<file path="config.mk">
export PLATFORM = sky130hd
export DESIGN_NAME = spnb_ctrl
export DESIGN_NICKNAME = d
export VERILOG_FILES = /design/src/design/spnb_pkg.sv /design/src/design/spnb_ctrl.sv
export SDC_FILE = /design/constraint.sdc
export NUM_CORES = 1
export LEC_CHECK = 0
export CAP_MARGIN = 20
export CORE_MARGIN = 2
export CORE_UTILIZATION = 50
export DETAILED_ROUTE_END_ITERATION = 10
export DONT_BUFFER_PORTS = 1
export HOLD_SLACK_MARGIN = 0.06
export REMOVE_ABC_BUFFERS = 1
export SETUP_SLACK_MARGIN = 0.1
export SYNTH_ARGS = -nofsm -noshare
export SYNTH_HDL_FRONTEND = slang
export SYNTH_SLANG_ARGS = --single-unit
</file>
<file path="constraint.sdc">
create_clock -name clk -period 2.55 [get_ports clk]
set_input_delay 0.3825 -clock clk [delete_from_list [all_inputs] [get_ports clk]]
set_output_delay 0.3825 -clock clk [all_outputs]
set_load 0.005 [all_outputs]
</file>
<file path="src/design/spnb_pkg.sv">
package spnb_pkg;

    localparam int LAYER_ROUNDS = 28;
    localparam int CORE_ROUNDS  = 24;
    localparam int KEY_COUNT    = 4;

    localparam int ROUND_MAX = (LAYER_ROUNDS > CORE_ROUNDS) ? LAYER_ROUNDS : CORE_ROUNDS;
    localparam int ROUND_W   = (ROUND_MAX > 1) ? $clog2(ROUND_MAX) : 1;
    localparam int KEY_W     = (KEY_COUNT > 1) ? $clog2(KEY_COUNT) : 1;
    localparam int GEN_STEPS = 4 * (KEY_COUNT - 1);
    localparam int GEN_W     = (KEY_COUNT > 1) ? $clog2(4 * KEY_COUNT) : 3;

    localparam int CFG_IDX_W = 8;

    localparam logic [CFG_IDX_W-1:0] REG_KEY_HIGH      = 8'd0;
    localparam logic [CFG_IDX_W-1:0] REG_KEY_LOW       = 8'd1;
    localparam logic [CFG_IDX_W-1:0] REG_RUN_MODE      = 8'd2;
    localparam logic [CFG_IDX_W-1:0] REG_REDUCED_COUNT = 8'd3;

    localparam logic [6:0] PERM_ROW [16] = '{
        7'd0, 7'd33, 7'd66, 7'd99, 7'd96, 7'd1, 7'd34, 7'd67,
        7'd64, 7'd97, 7'd2, 7'd35, 7'd32, 7'd65, 7'd98, 7'd3
    };

    typedef struct packed {
        logic               load_plain;
        logic               gen_load;
        logic               gen_step;
        logic               gen_store;
        logic [KEY_W-1:0]   gen_idx;
        logic               round_en;
        logic               core_sel;
        logic [ROUND_W-1:0] round_idx;
        logic [KEY_W-1:0]   key_idx;
        logic               load_out;
    } dp_cmd_t;

    function automatic logic [3:0] layer_box(input logic [3:0] x);
        logic [3:0] y;
        unique case (x)
            4'h0: y = 4'h0;
            4'h1: y = 4'h3;
            4'h2: y = 4'h7;
            4'h3: y = 4'he;
            4'h4: y = 4'hd;
            4'h5: y = 4'h4;
            4'h6: y = 4'ha;
            4'h7: y = 4'h9;
            4'h8: y = 4'hc;
            4'h9: y = 4'hf;
            4'ha: y = 4'h1;
            4'hb: y = 4'h8;
            4'hc: y = 4'hb;
            4'hd: y = 4'h2;
            4'he: y = 4'h6;
            4'hf: y = 4'h5;
            default: y = 4'h0;
        endcase
        return y;
    endfunction

    function automatic logic [3:0] core_box(input logic [3:0] x);
        logic [3:0] y;
        unique case (x)
            4'h0: y = 4'h1;
            4'h1: y = 4'h9;
            4'h2: y = 4'h6;
            4'h3: y = 4'hf;
            4'h4: y = 4'h7;
            4'h5: y = 4'hc;
            4'h6: y = 4'h8;
            4'h7: y = 4'h2;
            4'h8: y = 4'ha;
            4'h9: y = 4'he;
            4'ha: y = 4'hd;
            4'hb: y = 4'h0;
            4'hc: y = 4'h4;
            4'hd: y = 4'h3;
            4'he: y = 4'hb;
            4'hf: y = 4'h5;
            default: y = 4'h0;
        endcase
        return y;
    endfunction

    function automatic logic [5:0] round_const(input logic [4:0] r);
        logic [5:0] c;
        unique case (r)
            5'd0:  c = 6'd1;
            5'd1:  c = 6'd3;
            5'd2:  c = 6'd7;
            5'd3:  c = 6'd15;
            5'd4:  c = 6'd31;
            5'd5:  c = 6'd62;
            5'd6:  c = 6'd61;
            5'd7:  c = 6'd59;
            5'd8:  c = 6'd55;
            5'd9:  c = 6'd47;
            5'd10: c = 6'd30;
            5'd11: c = 6'd60;
            5'd12: c = 6'd57;
            5'd13: c = 6'd51;
            5'd14: c = 6'd39;
            5'd15: c = 6'd14;
            5'd16: c = 6'd29;
            5'd17: c = 6'd58;
            5'd18: c = 6'd53;
            5'd19: c = 6'd43;
            5'd20: c = 6'd22;
            5'd21: c = 6'd44;
            5'd22: c = 6'd24;
            5'd23: c = 6'd48;
            5'd24: c = 6'd33;
            5'd25: c = 6'd2;
            5'd26: c = 6'd5;
            5'd27: c = 6'd11;
            default: c = 6'd0;
        endcase
        return c;
    endfunction

    // key slot used by a round that starts mid-phase
    function automatic logic [KEY_W-1:0] key_of_round(input logic [ROUND_W-1:0] r);
        logic [KEY_W-1:0] k;
        k = '0;
        for (int i = 0; i < (1 << ROUND_W); i++)
        begin
            if (r == ROUND_W'(i))
            begin
                k = KEY_W'(i % KEY_COUNT);
            end
        end
        return k;
    endfunction

    function automatic logic [127:0] sub_perm(input logic [127:0] x, input logic core);
        logic [127:0] s;
        logic [127:0] o;
        s = '0;
        o = '0;
        for (int n = 0; n < 32; n++)
        begin
            s[4*n +: 4] = core ? core_box(x[4*n +: 4]) : layer_box(x[4*n +: 4]);
        end
        for (int i = 0; i < 128; i++)
        begin
            o[PERM_ROW[i % 16] + 4 * (i / 16)] = s[i];
        end
        return o;
    endfunction

    function automatic logic [127:0] spn_round(input logic [127:0] x, input logic core,
                                               input logic [4:0] r, input logic [127:0] key);
        logic [127:0] t;
        logic [5:0]   c;
        t = sub_perm(x, core);
        c = round_const(r);
        t[127] = ~t[127];
        t[23]  = t[23] ^ c[5];
        t[19]  = t[19] ^ c[4];
        t[15]  = t[15] ^ c[3];
        t[11]  = t[11] ^ c[2];
        t[7]   = t[7]  ^ c[1];
        t[3]   = t[3]  ^ c[0];
        return t ^ key;
    endfunction

    function automatic logic [127:0] keyless_round(input logic [127:0] x);
        logic [127:0] t;
        t = sub_perm(x, 1'b0);
        t[127] = ~t[127];
        return t;
    endfunction

endpackage

</file>
<file path="src/design/spnb_ctrl.sv">
module spnb_ctrl (
    input  logic                           clk,
    input  logic                           rst_n,
    input  logic                           plain_valid,
    output logic                           plain_stall,
    output logic                           cipher_valid,
    input  logic                           cipher_stall,
    input  logic                           cfg_wr,
    input  logic [spnb_pkg::CFG_IDX_W-1:0] cfg_index,
    input  logic [4:0]                     cfg_data,
    output spnb_pkg::dp_cmd_t              cmd
);
    import spnb_pkg::*;

    typedef enum logic [5:0] {
        ST_IDLE      = 6'b000001,
        ST_KEYGEN    = 6'b000010,
        ST_LAYER_IN  = 6'b000100,
        ST_CORE      = 6'b001000,
        ST_LAYER_OUT = 6'b010000,
        ST_HOLD      = 6'b100000
    } state_t;

    state_t             state_reg, state_next;
    logic [ROUND_W-1:0] round_reg, round_next;
    logic [KEY_W-1:0]   key_sel_reg, key_sel_next;
    logic [GEN_W-1:0]   gen_cnt_reg, gen_cnt_next;
    logic               stale_reg, stale_next;
    logic               run_mode_reg, run_mode_next;
    logic [4:0]         red_count_reg, red_count_next;
    logic               out_valid_reg, out_valid_next;

    logic [4:0]         red_n;
    logic [ROUND_W-1:0] red_start;
    state_t             run_state;
    logic [ROUND_W-1:0] run_round;
    logic [KEY_W-1:0]   run_key;
    logic [KEY_W-1:0]   key_sel_inc;

    assign red_n     = (red_count_reg > 5'(LAYER_ROUNDS)) ? 5'(LAYER_ROUNDS) : red_count_reg;
    assign red_start = ROUND_W'(LAYER_ROUNDS) - ROUND_W'(red_n);
    assign key_sel_inc = (key_sel_reg == KEY_W'(KEY_COUNT - 1)) ? '0 : key_sel_reg + 1'b1;

    // entry point of the round sequence
    always_comb
    begin
        run_round = '0;
        run_key   = '0;
        priority if (!run_mode_reg)
        begin
            run_state = ST_LAYER_IN;
        end
        else if (red_n == 5'd0)
        begin
            run_state = ST_HOLD;
        end
        else
        begin
            run_state = ST_LAYER_OUT;
            run_round = red_start;
            run_key   = key_of_round(red_start);
        end
    end

    always_comb
    begin
        state_next     = state_reg;
        round_next     = round_reg;
        key_sel_next   = key_sel_reg;
        gen_cnt_next   = gen_cnt_reg;
        stale_next     = stale_reg;
        run_mode_next  = run_mode_reg;
        red_count_next = red_count_reg;
        out_valid_next = out_valid_reg;
        cmd            = '0;
        cmd.round_idx  = round_reg;
        cmd.key_idx    = key_sel_reg;
        cmd.gen_idx    = KEY_W'(gen_cnt_reg[GEN_W-1:2]) + KEY_W'(1);

        if (out_valid_reg && !cipher_stall)
        begin
            out_valid_next = 1'b0;
        end

        unique case (state_reg)
            ST_IDLE:
            begin
                if (plain_valid)
                begin
                    cmd.load_plain = 1'b1;
                    if (stale_reg)
                    begin
                        cmd.gen_load = 1'b1;
                        if (KEY_COUNT > 1)
                        begin
                            state_next   = ST_KEYGEN;
                            gen_cnt_next = '0;
                        end
                        else
                        begin
                            stale_next   = 1'b0;
                            state_next   = run_state;
                            round_next   = run_round;
                            key_sel_next = run_key;
                        end
                    end
                    else
                    begin
                        state_next   = run_state;
                        round_next   = run_round;
                        key_sel_next = run_key;
                    end
                end
            end
            ST_KEYGEN:
            begin
                cmd.gen_step  = 1'b1;
                cmd.gen_store = (gen_cnt_reg[1:0] == 2'b11);
                if (gen_cnt_reg == GEN_W'(GEN_STEPS - 1))
                begin
                    stale_next   = 1'b0;
                    state_next   = run_state;
                    round_next   = run_round;
                    key_sel_next = run_key;
                end
                else
                begin
                    gen_cnt_next = gen_cnt_reg + 1'b1;
                end
            end
            ST_LAYER_IN:
            begin
                cmd.round_en = 1'b1;
                if (round_reg == ROUND_W'(LAYER_ROUNDS - 1))
                begin
                    state_next   = ST_CORE;
                    round_next   = '0;
                    key_sel_next = '0;
                end
                else
                begin
                    round_next   = round_reg + 1'b1;
                    key_sel_next = key_sel_inc;
                end
            end
            ST_CORE:
            begin
                cmd.round_en = 1'b1;
                cmd.core_sel = 1'b1;
                if (round_reg == ROUND_W'(CORE_ROUNDS - 1))
                begin
                    state_next   = ST_LAYER_OUT;
                    round_next   = '0;
                    key_sel_next = '0;
                end
                else
                begin
                    round_next   = round_reg + 1'b1;
                    key_sel_next = key_sel_inc;
                end
            end
            ST_LAYER_OUT:
            begin
                cmd.round_en = 1'b1;
                if (round_reg == ROUND_W'(LAYER_ROUNDS - 1))
                begin
                    state_next   = ST_HOLD;
                    round_next   = '0;
                    key_sel_next = '0;
                end
                else
                begin
                    round_next   = round_reg + 1'b1;
                    key_sel_next = key_sel_inc;
                end
            end
            ST_HOLD:
            begin
                if (!out_valid_reg || !cipher_stall)
                begin
                    cmd.load_out   = 1'b1;
                    out_valid_next = 1'b1;
                    state_next     = ST_IDLE;
                end
            end
            default:
            begin
                state_next = ST_IDLE;
            end
        endcase

        if (cfg_wr)
        begin
            unique case (cfg_index)
                REG_KEY_HIGH:      stale_next     = 1'b1;
                REG_KEY_LOW:       stale_next     = 1'b1;
                REG_RUN_MODE:      run_mode_next  = cfg_data[0];
                REG_REDUCED_COUNT: red_count_next = cfg_data;
                default:           stale_next     = stale_next;
            endcase
        end
    end

    always_ff @(posedge clk or negedge rst_n)
    begin
        if (!rst_n)
        begin
            state_reg     <= ST_IDLE;
            round_reg     <= '0;
            key_sel_reg   <= '0;
            gen_cnt_reg   <= '0;
            stale_reg     <= 1'b1;
            run_mode_reg  <= 1'b0;
            red_count_reg <= 5'(LAYER_ROUNDS);
            out_valid_reg <= 1'b0;
        end
        else
        begin
            state_reg     <= state_next;
            round_reg     <= round_next;
            key_sel_reg   <= key_sel_next;
            gen_cnt_reg   <= gen_cnt_next;
            stale_reg     <= stale_next;
            run_mode_reg  <= run_mode_next;
            red_count_reg <= red_count_next;
            out_valid_reg <= out_valid_next;
        end
    end

    assign plain_stall  = (state_reg != ST_IDLE);
    assign cipher_valid = out_valid_reg;

endmodule

</file>
# Word level (Yosys, flattened, before mapping)
# Index checks and enable logic that the tools add are counted.
word_totals:
  register_bits: 25
  input_bits: 18
  word_cells: 164
op_classes:
  add_sub_neg: 5
  order_cmp: 1
  n_eq_ne: 55
  mux: 79
  reduce_logical: 16
ops:
  columns: ["cell", "n"]
  rows:
  - ["$eq 5x5->1 const B", 18]
  - ["$mux 2", 41]
  - ["$mux 6", 9]
  - ["$eq 5x4->1 const B", 8]
  - ["$mux 5", 8]
  - ["$pmux 6 s6", 1]
  - ["$eq 5x3->1 const B", 4]
  - ["$pmux 5 s4", 1]
  - ["$ne 2x2->1 const B", 9]
  - ["$eq 8x2->1 const B", 2]
  - ["$mux 1", 13]
  - ["$mux 4", 3]
  - ["$eq 5x2->1 const B", 2]
  - ["$eq 8x1->1 const B", 1]
  - ["$logic_not 8->1", 1]
  - ["$pmux 2 s4", 1]
  - ["$pmux 4 s2", 1]
  - ["$reduce_and 4->1", 2]
  - ["$eq 6x1->1 const B", 1]
  - ["$eq 6x2->1 const B", 1]
  - ["$eq 6x3->1 const B", 1]
  - ["$eq 6x4->1 const B", 1]
  - ["$eq 6x5->1 const B", 1]
  - ["$eq 6x6->1 const B", 1]
  - ["20 further kinds", 25]

# Logic depth before layout (Yosys ltp)
# Gate-level depths: netlist of the first run.
logic_depth:
  depth_word: 40
  depth_mapped: 10
  ltp_nobuf: 9

# Least setup slack after synthesis of the first run
# OpenSTA, ideal clock, no wires.
synth_timing:
  kind: "reg2reg"
  startpoint: "reg red_count_reg[4]"
  endpoint: "reg round_reg[1]"
  t_arrival_ns: 2.115
  required_time_ns: 2.426
  path_slack_ns: 0.311
  stages_incl_launch_ff: 11
  path_buffers: 1
  synth_period_minus_slack_ns: 2.239
  cell_sequence: "dfstp_2 -> clkbuf_1 -> nand3_1 -> and2_1 -> inv_1 -> ha_1 -> nor4b_1 -> nand2b_1 -> nor2_1 -> a22oi_1 -> a21oi_1"
synth_via:
  elab_chain_cells: 8
synth_lines:
  columns: ["element", "line_no", "source"]
  rows:
  - ["start, declared", "spnb_ctrl.sv:30", "logic [4:0] red_count_reg, red_count_next;"]
  - ["start signal, assigned", "spnb_ctrl.sv:214", "red_count_reg <= 5'(LAYER_ROUNDS);"]
  - ["start signal, assigned", "spnb_ctrl.sv:225", "red_count_reg <= red_count_next;"]
  - ["$gt 5x5->1", "spnb_ctrl.sv:40", "assign red_n = (red_count_reg > 5'(LAYER_ROUNDS)) ? 5'(LAYER_ROUNDS) : red_count_reg;"]
  - ["$mux 5 (*)", "spnb_ctrl.sv:40", null]
  - ["$sub 5x5->5 / $logic_not 5->1 (equally long branches)", "spnb_ctrl.sv:41, spnb_ctrl.sv:53", null]
  - ["$mux 5 (*)", "spnb_ctrl.sv:53", "else if (red_n == 5'd0)"]
  - ["$mux 5 (*)", "spnb_ctrl.sv:49", "priority if (!run_mode_reg)"]
  - ["$mux 5", "spnb_ctrl.sv:91", "if (stale_reg)"]
  - ["$mux 5", "spnb_ctrl.sv:88", "if (plain_valid)"]
  - ["$pmux 5 s4 (*)", "spnb_ctrl.sv:85", "unique case (state_reg)"]
  - ["end signal, assigned", "spnb_ctrl.sv:220", "round_reg <= round_next;"]
  - ["end, declared", "spnb_ctrl.sv:25", "logic [ROUND_W-1:0] round_reg, round_next;"]
# Mark *: on every way between the ends. The rest lies on a longest branch, timed or not. The select of a mux whose other input is x is not followed.
# A chain may end at the register's enable or synchronous reset.

# Worst setup path in the final report of the first run
# Same ends and word-level chain as after synthesis.

==> key figures, run 1 <==
Run status
  – Status: finished, final reports clean

Timing
  – Pins over their slew limit: 0
  – Worst slew margin: 65.48%
  – RSZ-0062 raised after global routing: false
  – Layout Skew: 0.005401 ns
  – Shortest period the worst path allows: 2.212 ns
  – Max frequency: 0.4521 GHz
  – Sum of negative setup slack: 0 ns
  – Final setup vio count: 0
  – Slew @ Worst Pin: 0.5131 ns
  – Final Hold Vio Count: 0
  – Fin crit share: 86.74%

Clocking
  – TritonCTS Buffers: 3
  – Clock sinks: 25
  – Clock Latency Late Sink: 0.33 ns
  – CTS tree: yes
  – Clock transition at path regs: 0.15 ns
  – H-tree Lvls: 1
  – CTS Buffer Depth: 2
  – Post-CTS Setup Bufs: 0
  – CTS root buf: clkbuf_4

Floorplanning
  – Row cnt: 21
  – Starting Density: 51.74%
  – Chip height: 62.77 um
  – Die W: 62.77 um
  – Boundary Pins: 36
  – DIE AREA: 3939 um2
  – Core Footprint: 3337 um2

Yosys
  – EDFF count, synth: 0
  – Main synth FF type: dfrtp_1
  – Cells after Synth: 187
  – Post-synthesis async set-or-reset flop share: 100.0%
  – Seq cells post-synth: 25
  – Sequential-to-total area share from yosys stat: 36.59%
  – Synth warnings: 0
  – Mapped Area: 1727 um2
  – Synth Area per Inst: 9.233 um2
  – Unique masters post-synth: 55

Final layout
  – Area Growth Syn to Fin: 6.884%
  – Antenna cell count: 0
  – Share of cells above drive strength 1: 14.58%
  – Most common cell after layout, fill and taps aside: dfrtp_1
  – Fill count: 340
  – Finished Core Util: 55.31%
  – FF/Latch Area: 631.9 um2
  – Max FFs per register: 6
  – Final #Nets: 219
  – Most frequent cells in the layout: 20 x dfrtp_1, 18 x nand2_1, 15 x nor2_1
  – Multi-input logic area: 1035 um2

GRT
  – Initial antenna violation count: 0
  – Gr usage total: 22.17%
  – Overflow left after global routing: 0
  – First-pass GRT wire length: 6.824 mm
  – Vias in the first global route: 1499
  – Pin count of the biggest net entering global routing: 26

Place
  – DP HPWL: 2.957 mm
  – Routability cong.: 0.7990
  – Port Buffers: 0

Detailed routing
  – Avg WL per Cell: 16.02 um
  – Vias per cell: 6.013
  – Drt drc: 0
  – Antenna-violating nets left: 0
  – Vias: 1431
  – 1st-pass router iterations: 4
  – DR iter-0 viols: 46
  – Total Routed Length: 3.813 mm

Setup path
  – Critical-path cell list: nand3_1, and2_1, inv_1, ha_2, nor4b_2, nand2b_1, nor2_1, a22oi_1, a21oi_1
  – CP Class: reg2reg
  – CP max FO: 11
  – Critical path's slowest cell: dfstp_2
  – Crit end category: register
  – Startpoint Class: register
  – Worst path arrival time: 2.44 ns
  – Flop2flop setup slack: 0.34 ns
  – Critical Path RT: 2.78 ns
  – CP max stage delay: 0.66 ns

Flow run
  – Maxcap violations: 0

Hold path
  – Worst hold path type: in2reg

Power and ir drop
  – Worst vdd ir: 0.0004160 V
  – Pleak: 0.8026 nW
  – PD cells: 893.3 nW/um2
  – Total power: 0.001649 W
-- area by class of cell --
class	instances	share of cell area, %
clock buffers	4	1.424
well taps	46	3.119
flip-flops and latches	25	34.24
inverters	14	3.119
multi-input cells	146	56.07
repair buffers	3	2.034
-- cell families after synthesis --
| kind of cell | Yosys count | share of synthesized area [%] |
|---|---|---|
| and+or+nand+nor | 81 | 26.52 |
| AOI/OAI and AO/OA | 47 | 20.72 |
| DFF | 25 | 36.59 |
| buffers and inverters | 16 | 3.985 |
| adders and majority gates | 8 | 5.797 |
| muxes | 6 | 3.913 |
| xor gates and xnor gates | 4 | 2.464 |
-- worst max-delay path, delay by kind of cell, from the launching register on --
family / cells / cell delay (ns)
simple gates: 5 / 0.82
flops: 1 / 0.66
compound gates: 2 / 0.30
fa+ha+maj: 1 / 0.24
buf+inv: 1 / 0.09
-- per-stage QoR --
step	hold WS, ns	cells	instance area (um2)	setup slack [ns]
global placement	0.08745	232	1780	0.3250
floorplan	0.08691	185	1715	0.4291
CTS	0.1482	238	1837	0.2007
detailed placement	0.08748	232	1780	0.2295
global route	0.1359	238	1846	0.1042
finish	0.1464	238	1846	0.3380
-- Yosys cell counts (2+ instances only) --
| cell type | count | area share [%] |
|---|---|---|
| a21boi_0 | 2 | 0.87 |
| a21boi_1 | 2 | 0.87 |
| a21oi_1 | 5 | 1.4 |
| a22o_1 | 2 | 1.0 |
| a22oi_1 | 2 | 0.87 |
| a31oi_1 | 8 | 2.9 |
| and2_1 | 3 | 1.1 |
| and3_1 | 5 | 1.8 |
| dfrtp_1 | 20 | 29 |
| dfstp_2 | 5 | 7.6 |
| ha_1 | 8 | 5.8 |
| inv_1 | 12 | 2.6 |
| mux2_1 | 4 | 2.6 |
| mux2_2 | 2 | 1.3 |
| nand2_1 | 18 | 3.9 |
| nand2b_1 | 5 | 1.8 |
| nand3_1 | 8 | 2.3 |
| nand4_1 | 4 | 1.4 |
| nor2_1 | 15 | 3.3 |
| nor2b_1 | 6 | 2.2 |
| nor4_1 | 3 | 1.1 |
| nor4_2 | 2 | 1.4 |
| o21a_1 | 2 | 0.87 |
| o21ai_0 | 8 | 2.3 |
| o21ai_1 | 4 | 1.2 |
| or3_1 | 2 | 0.72 |
| xor2_1 | 2 | 1.0 |
-- power breakdown --
part	internal (W)	switching, W
sequential	0.000516	0.000147
combinational	0.000336	0.000460
clock	0.0000615	0.000128
total	0.000913	0.000735
-- final timing paths --
path | to | cells after the start | start
max in group asynchronous | red_count_reg[4] | 2 | rst_n
setup / recovery | round_reg[1] | 9 | red_count_reg[4]
hold reg to reg | gen_cnt_reg[0] | 1 | gen_cnt_reg[0]
min in group asynchronous | state_reg[3] | 2 | rst_n
hold / removal | cipher_valid | 2 | cipher_stall
setup reg to reg | round_reg[1] | 9 | red_count_reg[4]
-- routing by layer --
metal / up-vias / share of wire (%) / track usage [%]
met4: 0 / 2.2 / 9.444
li1: 696 / - / -
met1: 680 / 43 / 26.54
met3: 9 / 6.1 / 5.405
met2: 46 / 48 / 37.90
met5: - / 0 / 0
-- repair_timing --
item,4_1_cts,5_1_grt
hold buffers,2,0
setup endpoints to repair,0,3
resized for setup,0,2
hold endpoints to repair,25,0
No activity file was read; power rests on OpenSTA's default activity.
==> inputs of run 2 (changes only) <==
==> constraint.sdc (replaced) <==
create_clock -name clk -period 2.55 [get_ports clk]
set_input_delay 0.3825 -clock clk [delete_from_list [all_inputs] [get_ports clk]]
set_output_delay 0.3825 -clock clk [all_outputs]
set_load 0.01 [all_outputs]
==> key figures, run 2 (synthesized netlist as in run 1, its figures left out) <==
Detailed routing
  – Total Routed Length: 3.923 mm (+2.9%)
  – Antenna-violating nets left: 0 (unchanged)
  – 1st-pass router iterations: 4 (unchanged)
  – DR iter-0 viols: 59 (+28%)
  – Vias per cell: 6.021 (+0.14%)
  – Vias: 1433 (+0.14%)
  – Avg WL per Cell: 16.48 um (+2.9%)
  – Drt drc: 0 (unchanged)

Clocking
  – CTS Buffer Depth: 2 (unchanged)
  – TritonCTS Buffers: 3 (unchanged)
  – H-tree Lvls: 1 (unchanged)
  – CTS root buf: clkbuf_4
  – CTS tree: yes
  – Clock transition at path regs: 0.14 ns (about the same)
  – Post-CTS Setup Bufs: 0 (unchanged)
  – Clock Latency Late Sink: 0.33 ns (about the same)
  – Clock sinks: 25 (unchanged)

Hold path
  – Worst hold path type: in2reg

Place
  – DP HPWL: 2.981 mm (+0.81%)
  – Placement Cell Area: 1780 um2 (unchanged)
  – Placed cell count: 232 (unchanged)
  – Port Buffers: 0 (unchanged)
  – Routability cong.: 0.7990 (unchanged)

Setup path
  – Startpoint Class: register
  – Worst path arrival time: 1.92 ns (-0.52 ns)
  – Crit end category: primary output
  – Critical Path RT: 2.17 ns (-0.61 ns)
  – CP max FO: 9 (-2)
  – CP Class: reg2out

Final layout
  – Max FFs per register: 6 (unchanged)
  – Post-Layout Inst Area: 1846 um2 (unchanged)
  – Non-Filler Instances: 238 (unchanged)
  – Antenna cell count: 0 (unchanged)
  – Most common cell after layout, fill and taps aside: dfrtp_1
  – Final #Nets: 219 (unchanged)
  – Share of cells above drive strength 1: 14.58% (unchanged)
  – Area Growth Syn to Fin: 6.884% (unchanged)
  – Most frequent cells in the layout: 20 x dfrtp_1, 18 x nand2_1, 15 x nor2_1

Timing
  – Pins over their slew limit: 0 (unchanged)
  – Final setup vio count: 0 (unchanged)
  – RSZ-0062 raised after global routing: false
  – Worst slew margin: 67.25% (+1.8 points)
  – Sum of negative setup slack: 0 ns (unchanged)
  – Final Hold Vio Count: 0 (unchanged)
  – Fin crit share: 90.41% (+3.7 points)
  – Shortest period the worst path allows: 2.305 ns (+0.09345 ns)
  – Final hold slack: 0.1508 ns (+0.004411 ns)
  – Slew @ Worst Pin: 0.4868 ns (-0.02628 ns)
  – Max frequency: 0.4338 GHz (-4.1%)
  – Layout Skew: 0.004225 ns (-0.001176 ns)

GRT
  – Vias in the first global route: 1486 (-0.87%)
  – Initial antenna violation count: 0 (unchanged)
  – Pin count of the biggest net entering global routing: 26 (unchanged)
  – First-pass GRT wire length: 6.789 mm (-0.51%)
  – Overflow left after global routing: 0 (unchanged)
  – Gr usage total: 22.07% (-0.094 points)

Power and ir drop
  – Pleak: 0.8026 nW (unchanged)
  – PD cells: 914.1 nW/um2 (+2.3%)
  – Total power: 0.001687 W (+2.3%)
  – Worst vdd ir: 0.0004043 V (-2.8%)

Floorplanning
  – Chip height: 62.77 um (unchanged)
  – Boundary Pins: 36 (unchanged)
  – DIE AREA: 3939 um2 (unchanged)
  – Starting Density: 51.74% (unchanged)
  – Core Footprint: 3337 um2 (unchanged)
  – Die W: 62.77 um (unchanged)
  – Row cnt: 21 (unchanged)

Flow run
  – Maxcap violations: 0 (unchanged)

Run status
  – Status: finished, final reports clean
run 2: cell counts in the layout (fill, tap and decap cells not counted):
Identical to the previous run, type by type.
run 2: worst paths after layout:
kind | slack, ns | from | cells past startpoint | endpoint
max | 0.24 | state_reg[3] | 3 | cmd[14]
min | 0.15 | cipher_stall | 2 | cipher_valid
max reg2reg | 0.31 | red_count_reg[4] | 9 | round_reg[1]
min reg2reg | 0.52 | gen_cnt_reg[0] | 1 | gen_cnt_reg[0]
max in group asynchronous | 1.85 | rst_n | 2 | red_count_reg[4]
min in group asynchronous | 0.47 | rst_n | 2 | state_reg[3]
run 2: layout make-up:
type | count | area (um2)
Fill cell | 333 | 1491
Multi-Input combinational cell | 146 | 1035
Sequential cell | 25 | 631.9
Inverter | 14 | 57.56
Tap cell | 46 | 57.56
Timing Repair Buffer | 3 | 37.54
Clock buffer | 4 | 26.28
run 2: critical path, cell delays in order, from the launching register on:
cell and delay (ns):
dfrtp_1 0.52, nor4_4 0.51, and3_1 0.32, and2_1 0.25
run 2: through the flow:
stage	util (%)	worst slack, ns
2_1_floorplan	-	0.4291
6_report	55.31	0.2446
3_3_place_gp	53.36	0.3247
5_1_grt	55.31	0.1056
3_5_place_dp	53.36	0.1731
4_1_cts	55.04	0.1464
run 2: power by group:
part,internal (W),switching [W],leakage [nW],total (W)
Clock,0.0000614,0.000125,0.0150,0.000186
Sequential,0.000516,0.000166,0.314,0.000682
Combinational,0.000336,0.000483,0.474,0.000819
run 2: timing repair:
action | CTS | global route
setup endpoints to repair | 0 | 4
resized for setup | 0 | 2
hold endpoints to repair | 25 | 0
hold buffers | 2 | 0
run 2: per-layer routing:
layer | track usage [%] | routed length, um | up-vias
met3 | 5.225 | 224 | 7
met1 | 26.71 | 1732 | 694
li1 | - | - | 691
met5 | 0 | 0 | -
met4 | 8.056 | 74 | 0
met2 | 38.17 | 1891 | 41
